==> src/ctig_pkg.sv <==
package ctig_pkg;

  localparam int MAX_RINGS    = 256;
  localparam int MAX_SEGMENTS = 256;

  localparam int CNT_W  = 9;    // configuration register width
  localparam int IDX_W  = 17;   // vertex index width
  localparam int RP_W   = $clog2(MAX_RINGS - 1);
  localparam int SP_W   = $clog2(MAX_SEGMENTS);
  localparam int CIDX_W = 1;

  localparam logic [CIDX_W-1:0] CFG_RING_COUNT    = CIDX_W'(0);
  localparam logic [CIDX_W-1:0] CFG_SEGMENT_COUNT = CIDX_W'(1);

  typedef enum logic [1:0] {
    REG_TOP,
    REG_BAND,
    REG_BOTTOM
  } region_e;

  typedef struct packed {
    logic [CNT_W-1:0] rings;
    logic [CNT_W-1:0] segs;
  } ctig_cfg_t;

  typedef struct packed {
    region_e          region;
    logic [RP_W-1:0]  ring_pos;
    logic [SP_W-1:0]  seg_pos;
    logic             band_half;
    logic [IDX_W-1:0] row_base;
  } ctig_state_t;

  typedef struct packed {
    logic [IDX_W-1:0] corner_a;
    logic [IDX_W-1:0] corner_b;
    logic [IDX_W-1:0] corner_c;
    logic             mesh_last;
  } ctig_tri_t;

  localparam ctig_state_t SEQ_RESET = '{
    region:    REG_TOP,
    ring_pos:  '0,
    seg_pos:   '0,
    band_half: 1'b0,
    row_base:  IDX_W'(1)
  };

endpackage

==> src/ctig_if.sv <==
interface ctig_in_if;
  logic valid;
  logic ready;
  logic restart;

  modport source (output valid, output restart, input ready);
  modport sink (input valid, input restart, output ready);
endinterface

interface ctig_out_if import ctig_pkg::*; ();
  logic             valid;
  logic             ready;
  logic [IDX_W-1:0] corner_a;
  logic [IDX_W-1:0] corner_b;
  logic [IDX_W-1:0] corner_c;
  logic             mesh_last;

  modport source (output valid, output corner_a, output corner_b, output corner_c,
                  output mesh_last, input ready);
  modport sink (input valid, input corner_a, input corner_b, input corner_c,
                input mesh_last, output ready);
endinterface

interface ctig_cfg_if import ctig_pkg::*; ();
  logic              valid;
  logic              ready;
  logic [CIDX_W-1:0] index;
  logic [CNT_W-1:0]  data;

  modport source (output valid, output index, output data, input ready);
  modport sink (input valid, input index, input data, output ready);
endinterface

==> src/ctig_cfg.sv <==
module ctig_cfg import ctig_pkg::*; (
  input  logic       clk_i,
  input  logic       rst_ni,
  ctig_cfg_if.sink   cfg_i,
  output ctig_cfg_t  cfg_o
);

  logic [CNT_W-1:0] ring_count_q;
  logic [CNT_W-1:0] segment_count_q;

  assign cfg_i.ready = 1'b1;

  always_ff @(posedge clk_i or negedge rst_ni) begin
    if (!rst_ni) begin
      ring_count_q    <= CNT_W'(2);
      segment_count_q <= CNT_W'(3);
    end else if (cfg_i.valid) begin
      case (cfg_i.index)
        CFG_RING_COUNT:    ring_count_q    <= cfg_i.data;
        CFG_SEGMENT_COUNT: segment_count_q <= cfg_i.data;
        default: ;
      endcase
    end
  end

  // registers keep the raw bits, the values in use are clamped
  always_comb begin
    if (ring_count_q < CNT_W'(2)) begin
      cfg_o.rings = CNT_W'(2);
    end else if (ring_count_q > CNT_W'(MAX_RINGS)) begin
      cfg_o.rings = CNT_W'(MAX_RINGS);
    end else begin
      cfg_o.rings = ring_count_q;
    end
    if (segment_count_q < CNT_W'(3)) begin
      cfg_o.segs = CNT_W'(3);
    end else if (segment_count_q > CNT_W'(MAX_SEGMENTS)) begin
      cfg_o.segs = CNT_W'(MAX_SEGMENTS);
    end else begin
      cfg_o.segs = segment_count_q;
    end
  end

endmodule

==> src/ctig_step.sv <==
module ctig_step import ctig_pkg::*; (
  input  ctig_cfg_t   cfg_i,
  input  ctig_state_t state_i,
  input  logic        restart_i,
  output ctig_state_t state_o,
  output ctig_tri_t   tri_o
);

  ctig_state_t          cur;
  logic                 seg_last;
  logic                 ring_last;
  logic [IDX_W-1:0]     sp;
  logic [IDX_W-1:0]     segs_x;
  logic [IDX_W-1:0]     idx;
  logic [IDX_W-1:0]     right;
  logic [2*CNT_W-1:0]   prod;
  logic [IDX_W-1:0]     apex;

  always_comb begin
    cur       = restart_i ? SEQ_RESET : state_i;
    seg_last  = CNT_W'(cur.seg_pos) >= (cfg_i.segs - CNT_W'(1));
    ring_last = CNT_W'(cur.ring_pos) >= (cfg_i.rings - CNT_W'(2));
    sp        = IDX_W'(cur.seg_pos);
    segs_x    = IDX_W'(cfg_i.segs);
    idx       = cur.row_base + sp;
    // last segment wraps back to the ring start
    right     = seg_last ? (idx + IDX_W'(1) - segs_x) : (idx + IDX_W'(1));
    prod      = (2*CNT_W)'(cfg_i.rings) * (2*CNT_W)'(cfg_i.segs);
    apex      = IDX_W'(prod) + IDX_W'(1);

    state_o       = cur;
    tri_o         = '0;

    case (cur.region)
      REG_TOP: begin
        tri_o.corner_a = '0;
        tri_o.corner_b = seg_last ? IDX_W'(1) : (sp + IDX_W'(2));
        tri_o.corner_c = sp + IDX_W'(1);
        if (seg_last) begin
          state_o        = SEQ_RESET;
          state_o.region = REG_BAND;
        end else begin
          state_o.seg_pos = cur.seg_pos + 1'b1;
        end
      end
      REG_BAND: begin
        if (!cur.band_half) begin
          tri_o.corner_a    = idx;
          tri_o.corner_b    = right;
          tri_o.corner_c    = idx + segs_x;
          state_o.band_half = 1'b1;
        end else begin
          tri_o.corner_a    = right;
          tri_o.corner_b    = right + segs_x;
          tri_o.corner_c    = idx + segs_x;
          state_o.band_half = 1'b0;
          if (seg_last) begin
            state_o.seg_pos = '0;
            if (ring_last) begin
              state_o.region   = REG_BOTTOM;
              state_o.ring_pos = '0;
            end else begin
              state_o.ring_pos = cur.ring_pos + 1'b1;
              state_o.row_base = cur.row_base + segs_x;
            end
          end else begin
            state_o.seg_pos = cur.seg_pos + 1'b1;
          end
        end
      end
      default: begin
        // bottom cap fan, winding reversed
        tri_o.corner_a = apex;
        tri_o.corner_b = seg_last ? (apex - IDX_W'(1)) : (apex - sp - IDX_W'(2));
        tri_o.corner_c = apex - sp - IDX_W'(1);
        if (seg_last) begin
          tri_o.mesh_last = 1'b1;
          state_o         = SEQ_RESET;
        end else begin
          state_o.seg_pos = cur.seg_pos + 1'b1;
        end
      end
    endcase
  end

endmodule

==> src/cylinder_triangle_index_generator.sv <==
// channel  dir  transfer when      payload
// in_i     in   valid && ready     restart
// out_o    out  valid && ready     corner_a, corner_b, corner_c, mesh_last
// cfg_i    in   valid && ready     index, data (always ready)
//
// one triangle per cycle unless the output stalls: input register, one pass of counter
// and index logic, output register; output valid is registered behind the input register
// the longest path is the 9x9 apex multiply followed by the apex add and corner subtracts
// rst_ni clears the sequence to the first top cap triangle, rings 2, segments 3
// a stalled output holds its triangle; the input register stays full meanwhile
module cylinder_triangle_index_generator import ctig_pkg::*; (
  input  logic       clk_i,
  input  logic       rst_ni,
  ctig_in_if.sink    in_i,
  ctig_out_if.source out_o,
  ctig_cfg_if.sink   cfg_i
);

  ctig_cfg_t   cfg;
  ctig_state_t state_q, state_d;
  ctig_tri_t   tri_d, tri_q;
  logic        in_vld_q;
  logic        restart_q;
  logic        out_vld_q;
  logic        adv;

  ctig_cfg u_cfg (
    .clk_i  (clk_i),
    .rst_ni (rst_ni),
    .cfg_i  (cfg_i),
    .cfg_o  (cfg)
  );

  ctig_step u_step (
    .cfg_i     (cfg),
    .state_i   (state_q),
    .restart_i (restart_q),
    .state_o   (state_d),
    .tri_o     (tri_d)
  );

  assign adv        = in_vld_q && (!out_vld_q || out_o.ready);
  assign in_i.ready = !in_vld_q || adv;

  always_ff @(posedge clk_i or negedge rst_ni) begin
    if (!rst_ni) begin
      in_vld_q  <= 1'b0;
      out_vld_q <= 1'b0;
      state_q   <= SEQ_RESET;
    end else begin
      if (in_i.valid && in_i.ready) begin
        in_vld_q <= 1'b1;
      end else if (adv) begin
        in_vld_q <= 1'b0;
      end
      if (adv) begin
        out_vld_q <= 1'b1;
        state_q   <= state_d;
      end else if (out_o.ready) begin
        out_vld_q <= 1'b0;
      end
    end
  end

  always_ff @(posedge clk_i) begin
    if (in_i.valid && in_i.ready) begin
      restart_q <= in_i.restart;
    end
    if (adv) begin
      tri_q <= tri_d;
    end
  end

  assign out_o.valid     = out_vld_q;
  assign out_o.corner_a  = tri_q.corner_a;
  assign out_o.corner_b  = tri_q.corner_b;
  assign out_o.corner_c  = tri_q.corner_c;
  assign out_o.mesh_last = tri_q.mesh_last;

endmodule

==> src/flat_wrapper.sv <==
// flat-port wrapper written by rule: the top's interface ports become plain ports
module cylinder_triangle_index_generator_flat import ctig_pkg::*;
  (clk_i, rst_ni, in_i_valid, in_i_restart, in_i_ready, out_o_valid, out_o_corner_a, out_o_corner_b, out_o_corner_c, out_o_mesh_last, out_o_ready, cfg_i_valid, cfg_i_index, cfg_i_data, cfg_i_ready);
  ctig_in_if in_i_i ();
  ctig_out_if out_o_i ();
  ctig_cfg_if cfg_i_i ();
  input  logic clk_i;
  input  logic rst_ni;
  input wire logic [$bits(in_i_i.valid)-1:0] in_i_valid;
  input wire logic [$bits(in_i_i.restart)-1:0] in_i_restart;
  output wire logic [$bits(in_i_i.ready)-1:0] in_i_ready;
  output wire logic [$bits(out_o_i.valid)-1:0] out_o_valid;
  output wire logic [$bits(out_o_i.corner_a)-1:0] out_o_corner_a;
  output wire logic [$bits(out_o_i.corner_b)-1:0] out_o_corner_b;
  output wire logic [$bits(out_o_i.corner_c)-1:0] out_o_corner_c;
  output wire logic [$bits(out_o_i.mesh_last)-1:0] out_o_mesh_last;
  input wire logic [$bits(out_o_i.ready)-1:0] out_o_ready;
  input wire logic [$bits(cfg_i_i.valid)-1:0] cfg_i_valid;
  input wire logic [$bits(cfg_i_i.index)-1:0] cfg_i_index;
  input wire logic [$bits(cfg_i_i.data)-1:0] cfg_i_data;
  output wire logic [$bits(cfg_i_i.ready)-1:0] cfg_i_ready;
  assign in_i_i.valid = in_i_valid;
  assign in_i_i.restart = in_i_restart;
  assign in_i_ready = in_i_i.ready;
  assign out_o_valid = out_o_i.valid;
  assign out_o_corner_a = out_o_i.corner_a;
  assign out_o_corner_b = out_o_i.corner_b;
  assign out_o_corner_c = out_o_i.corner_c;
  assign out_o_mesh_last = out_o_i.mesh_last;
  assign out_o_i.ready = out_o_ready;
  assign cfg_i_i.valid = cfg_i_valid;
  assign cfg_i_i.index = cfg_i_index;
  assign cfg_i_i.data = cfg_i_data;
  assign cfg_i_ready = cfg_i_i.ready;
  cylinder_triangle_index_generator u_core (.clk_i(clk_i), .rst_ni(rst_ni), .in_i(in_i_i), .out_o(out_o_i), .cfg_i(cfg_i_i));
endmodule
==> config.mk <==
export PLATFORM = sky130hd
export DESIGN_NAME = cylinder_triangle_index_generator_flat
export DESIGN_NICKNAME = d
export VERILOG_FILES = /design/src/ctig_pkg.sv /design/src/ctig_if.sv /design/src/ctig_cfg.sv /design/src/ctig_step.sv /design/src/cylinder_triangle_index_generator.sv /design/src/flat_wrapper.sv
export SDC_FILE = /design/constraint.sdc
export NUM_CORES = 1
export LEC_CHECK = 0
export BUFFER_PORTS_ARGS = -buffer_cell sky130_fd_sc_hd__buf_2
export CAP_MARGIN = 20
export CORE_UTILIZATION = 50
export CTS_CLUSTER_DIAMETER = 150
export DETAILED_ROUTE_END_ITERATION = 6
export GPL_ROUTABILITY_DRIVEN = 0
export PLACE_DENSITY = 0.67
export SLEW_MARGIN = 20
export SYNTH_ARGS = -nofsm -noshare
export SYNTH_HDL_FRONTEND = slang
export SYNTH_SLANG_ARGS = --single-unit
==> constraint.sdc <==
create_clock -name clk_i -period 9.9 [get_ports clk_i]
set_clock_uncertainty 0.1 [all_clocks]
set_input_delay 0.99 -clock clk_i [delete_from_list [all_inputs] [get_ports clk_i]]
set_output_delay 0.99 -clock clk_i [all_outputs]
set_load 0.01 [all_outputs]
[After elaboration in Yosys (flattened, before gate mapping)]
Cells that the tools add are included.
Word-level totals
  bits in latches: 0
  memories kept: 0
  register bits after elaboration: 109
  logic and storage cells: 80
  RAM bits: 0
  bits in read-only memories: 0
  bits of input ports: 16
  output and inout bits: 55
Operators by class
  bitwise operators: 1
  divide/modulo/power cells: 0
  shift operators: 0
  equal/unequal tests: 1
  reduce and logical (&&, ||, !) cells: 12
  $mul: 1
  mux-type cells: 28
  order comparisons: 6
  add/subtract/negate cells: 17
Operator list (count)
  $pmux W51 S2: 1
  $mux W17: 5
  $pmux W36 S2: 1
  $add A17 B9 Y17: 3
  $mux W51: 1
  $mux W9: 5
  $mux W18: 2
  $mux W36: 1
  $add A17 B1 Y17 const B: 2
  $sub A17 B1 Y17 const B: 2
  $mux W10: 3
  $ge A8 B9 Y1: 2
  $gt A9 B9 Y1 const B: 2
  $lt A9 B2 Y1 const B: 2
  $add A17 B8 Y17: 1
  $mul A9 B9 Y17: 1
  $sub A17 B2 Y17 const B: 1
  $sub A17 B8 Y17: 1
  $sub A17 B9 Y17: 1
  $add A8 B1 Y8 const B: 2
  $mux W8: 2
  $add A8 B1 Y9 const B: 1
  $add A8 B2 Y9 const B: 1
  $sub A9 B1 Y9 const B: 1
  12 further kinds: 22

[Depth between registers and ports, before layout]
  depth after elaboration: 9
  depth in mapped cells: 30
  gate-level depth less buffers: 28

[Hierarchy]
From an unflattened synthesis, not the netlist that was laid out.
Second synthesis, totals
  cell total of the unflattened synthesis: 1558
  area, all modules: 13431.6 um^2
By module, submodules not included
  ctig_step: area each 9440.3 um^2, cells each 1353, times used 1, sequential area each 0.0 um^2
  cylinder_triangle_index_generator: area each 3146.8 um^2, cells each 137, times used 1, sequential area each 2543.7 um^2
  ctig_cfg: area each 844.6 um^2, cells each 68, times used 1, sequential area each 454.2 um^2

[Worst setup path after synthesis]
OpenSTA, ideal clock, no wires.
  kind: register to register
  start point: register u_core.u_cfg.segment_count_q[2]
  end point: register u_core.tri_q, in the netlist u_core.out_o.corner_b[16], data pin
  setup time: 265 ps
  slack: 1797 ps
  arrival: 7739 ps
  stages on the path, launching flop included: 30
  clock period less this slack: 8103 ps
  path through: dfrtp_1 or4_1 nor3_1 nor2_1 nor2_1 nand2_1 fa_1 inv_1 fa_1 ha_1 inv_1 fa_1 inv_1 ha_1 clkbuf_1 nor3_1 a211oi_1 xnor2_1 ha_1 or4_1 o311ai_0 nor3_1 nor4_1 nand2_1 xnor2_1 o41ai_1 nand3_1 or3_1 a32oi_1 nand3_1
RTL lines
  start, declared: line ctig_cfg.sv:9  | logic [CNT_W-1:0] segment_count_q;
  start signal, assigned: line ctig_cfg.sv:20  | CFG_SEGMENT_COUNT: segment_count_q <= cfg_i.data;
  end signal, assigned: line cylinder_triangle_index_generator.sv:70  | tri_q <= tri_d;
  end, declared: line cylinder_triangle_index_generator.sv:21  | ctig_tri_t tri_d, tri_q;

==> reports/metrics.csv <==
metric,value,unit
status,"complete, but fails checks",
failed_checks,design-rule violations,
power_frac_comb,70.4,%
viasPerCell,6.20,
post-route-util,54.7,%
area_growth,7.06,%
holdPathStages,2,
area.sequential,3000,um2
cp.arrival,9200,ps
synth_seq_cells,109,
path_max_fanout,11,
worst_pin_slew,1110,ps
rsz0062_at_grt,no,
cts_buffers,9,
power_density,224,nW/um2
fp-row-count,59,
drc,22,
netlist_area,13400,um2
synth_fa_ha_area_share,18.9,%
drive_above_1_share,9.79,%
initial_utilization,51.1,%
syn_avg_cell_area,8.30,um2
synth_top_area_cell,edfxtp_1,
syn_nets,1800,
slew_violations,0,
async_flop_share,51.4,%
max_cap_violations,0,
hold_slack,383,ps
synth_xor_area_share,9.53,%
synth_cells,1614,
cts_tree,done,
drt-initial-drc-count,1378,
synth_compound_area_share,19.8,%
post_cts_resized,0,
hold_buffers,0,
fp.dieH,166,um
power_frac_seq,17.8,%
relSlewSlack,25.5,%
vdd_drop_max,139,uV
synthTopCellsByArea,"edfxtp_1, ha_1, dfrtp_1",
cts.sinks,109,
r2r_end,u_core.out_o.corner_b[16],
power.share.clock,11.8,%
core-area,26200,um2
endpoint,u_core.out_o.corner_b[16],
grt_max_degree,67,
clockBufferDepth,2,
synthFlopType,edfxtp_1,
max_freq,109,MHz
ys_seq_area_share,22.4,%
grt_pass1_wl,64.3,mm
post-route-period-util,92.8,%
multi_input_area,9620,um2
synth_edf_count,53,
cp-start-kind,register,
period_needed,9180,ps
first_pass_iters,7,
io_pins,71,
num_vias,12300,
hold_violations,0,
p_leak,6.25,nW
cts_max_level,3,
port_buffers,69,
grt_pass1_vias,11700,
tns,0,ps
clkTransAtPathRegs,90,ps
final_common_cell,nand2_1,
synth_top_family_by_area,simple AND/OR/NAND/NOR gates,
required,9920,ps
swShare,52.1,%
rr_startpoint,u_core.u_cfg.segment_count_q[2],
nets,1835,
synth-simple-area-share,20.5,%
synth.distinct_cells,94,
cp-startpoint,u_core.u_cfg.segment_count_q[2],
fillCellCount,2411,
mostFrequentLayoutCells,"nand2_1, nor2_1, inv_1, ha_1",
yosys_warnings,0,
min_path_type,register to register,
cts_root_buf,clkbuf_16,
crit_path_end_kind,register,
reg2reg_slack,720,ps
worstSkewPairLatency,380,ps
min_from,u_core.state_q[2],
p_int,1.54,mW
cts_setup_buffers,0,
synth_top_area_share,11.9,%
wl_per_cell,20.3,um
dpl.hpwl,30.8,mm
grt_usage,29.6,%
ant_nets,0,
setup_violations,0,
switchingPower,1.68,mW
die-area,27500,um2
antenna_found_initial,0,
muxShareOfSynthArea,2.95,%
die_w,166,um
routed_wl,40.4,mm
overflow,0,
critPathKind,register to register,
r2r_cells,27,
antenna_cells,0,
how the worst min path moves through the flow:
stage / to
global route: u_core.out_o.valid
CTS: u_core.state_q[3]
finish: u_core.state_q[2]
floorplan: u_core.state_q[4]
global placement: u_core.state_q[5]
detailed placement: u_core.state_q[3]
cells in the mapped netlist (7+ instances only):
cell type / instances
a211oi_1: 15
a21boi_0: 7
a21o_1: 28
a21oi_1: 81
a22oi_1: 7
a31oi_1: 11
and2_1: 11
and3_1: 14
clkbuf_1: 52
dfrtp_1: 52
edfxtp_1: 53
fa_1: 54
ha_1: 116
inv_1: 133
mux2_2: 20
mux2i_1: 17
nand2_1: 170
nand2b_1: 23
nand3_1: 51
nand4_1: 13
nor2_1: 146
nor2b_1: 42
nor3_1: 37
nor4_1: 7
o211ai_1: 17
o21a_1: 17
o21ai_0: 81
o21bai_1: 7
o221ai_1: 11
o22ai_1: 21
o31ai_1: 11
or3_1: 11
or4_1: 12
xnor2_1: 82
xor2_1: 52
power groups by stage:
stage	combinational [mW]	sequential, mW	clock, mW
5_1_grt	2.48	0.579	0.398
2_1_floorplan	1.66	0.573	0
3_3_place_gp	2.16	0.579	0
6_report	2.27	0.572	0.379
3_5_place_dp	2.20	0.580	0
4_1_cts	2.22	0.571	0.383
routing by layer:
metal / up-vias / GRT usage (%) / wire [um]
li1: 5789 / - / -
met1: 5842 / 41.8 / 18100
met2: 640 / 46.1 / 17500
met3: 69 / 3.94 / 3490
met4: 0 / 11.3 / 1390
met5: - / 0 / 0
critical path, cell delays in order (launching register included):
cell	delay [ps]
dfrtp_1	420
or4_1	550
nor3_1	290
o21ai_1	260
clkinv_1	300
nand2_1	120
fa_1	500
inv_1	50
fa_1	500
inv_1	50
fa_1	460
fa_1	550
inv_1	40
ha_1	470
inv_1	140
xnor2_1	630
ha_1	470
or4_1	170
o311ai_0	110
nor3_1	700
nor2_1	150
or4b_1	600
nand3b_1	260
nor2_1	280
nand3_1	150
or3_1	340
a32oi_1	160
nand3_1	110
stage by stage:
| step | setup WS [ps] | area, um2 | std cells | total power, mW |
|---|---|---|---|---|
| detailed placement | 984 | 14100 | 1973 | 2.78 |
| finish | 717 | 14300 | 1989 | 3.22 |
| floorplan | 1800 | 13400 | 1614 | 2.23 |
| global placement | 1210 | 14100 | 1973 | 2.74 |
| CTS | 964 | 14300 | 1989 | 3.17 |
| global route | 169 | 14300 | 1989 | 3.46 |
cell type report:
class,count,area share [%]
clock buffer,9,1.57
sequential,109,20.9
inverter,138,3.61
clock inverter,7,0.419
multi-input combinational,1301,67.1
timing repair buffer,90,3.51
tap,335,2.92
sequential cells by signal, indices dropped and copies added (netlist names):
signal                        count
u_core.state_q                   36
u_core.out_o.corner_a            17
u_core.out_o.corner_b            17
u_core.out_o.corner_c            17
u_core.u_cfg.ring_count_q         9
u_core.u_cfg.segment_count_q      9
u_core.in_vld_q                   1
u_core.out_o.mesh_last            1
u_core.out_o.valid                1
u_core.restart_q                  1
cell families after synthesis:
group	Yosys count
other	1
AO/OA/AOI/OAI	385
AND/OR/NAND/NOR	568
multiplexers	37
flip-flops	109
buffers and inverters	204
XOR/XNOR	140
adder cells (fa/ha/maj)	170
Power figures use the tool's default switching activity.
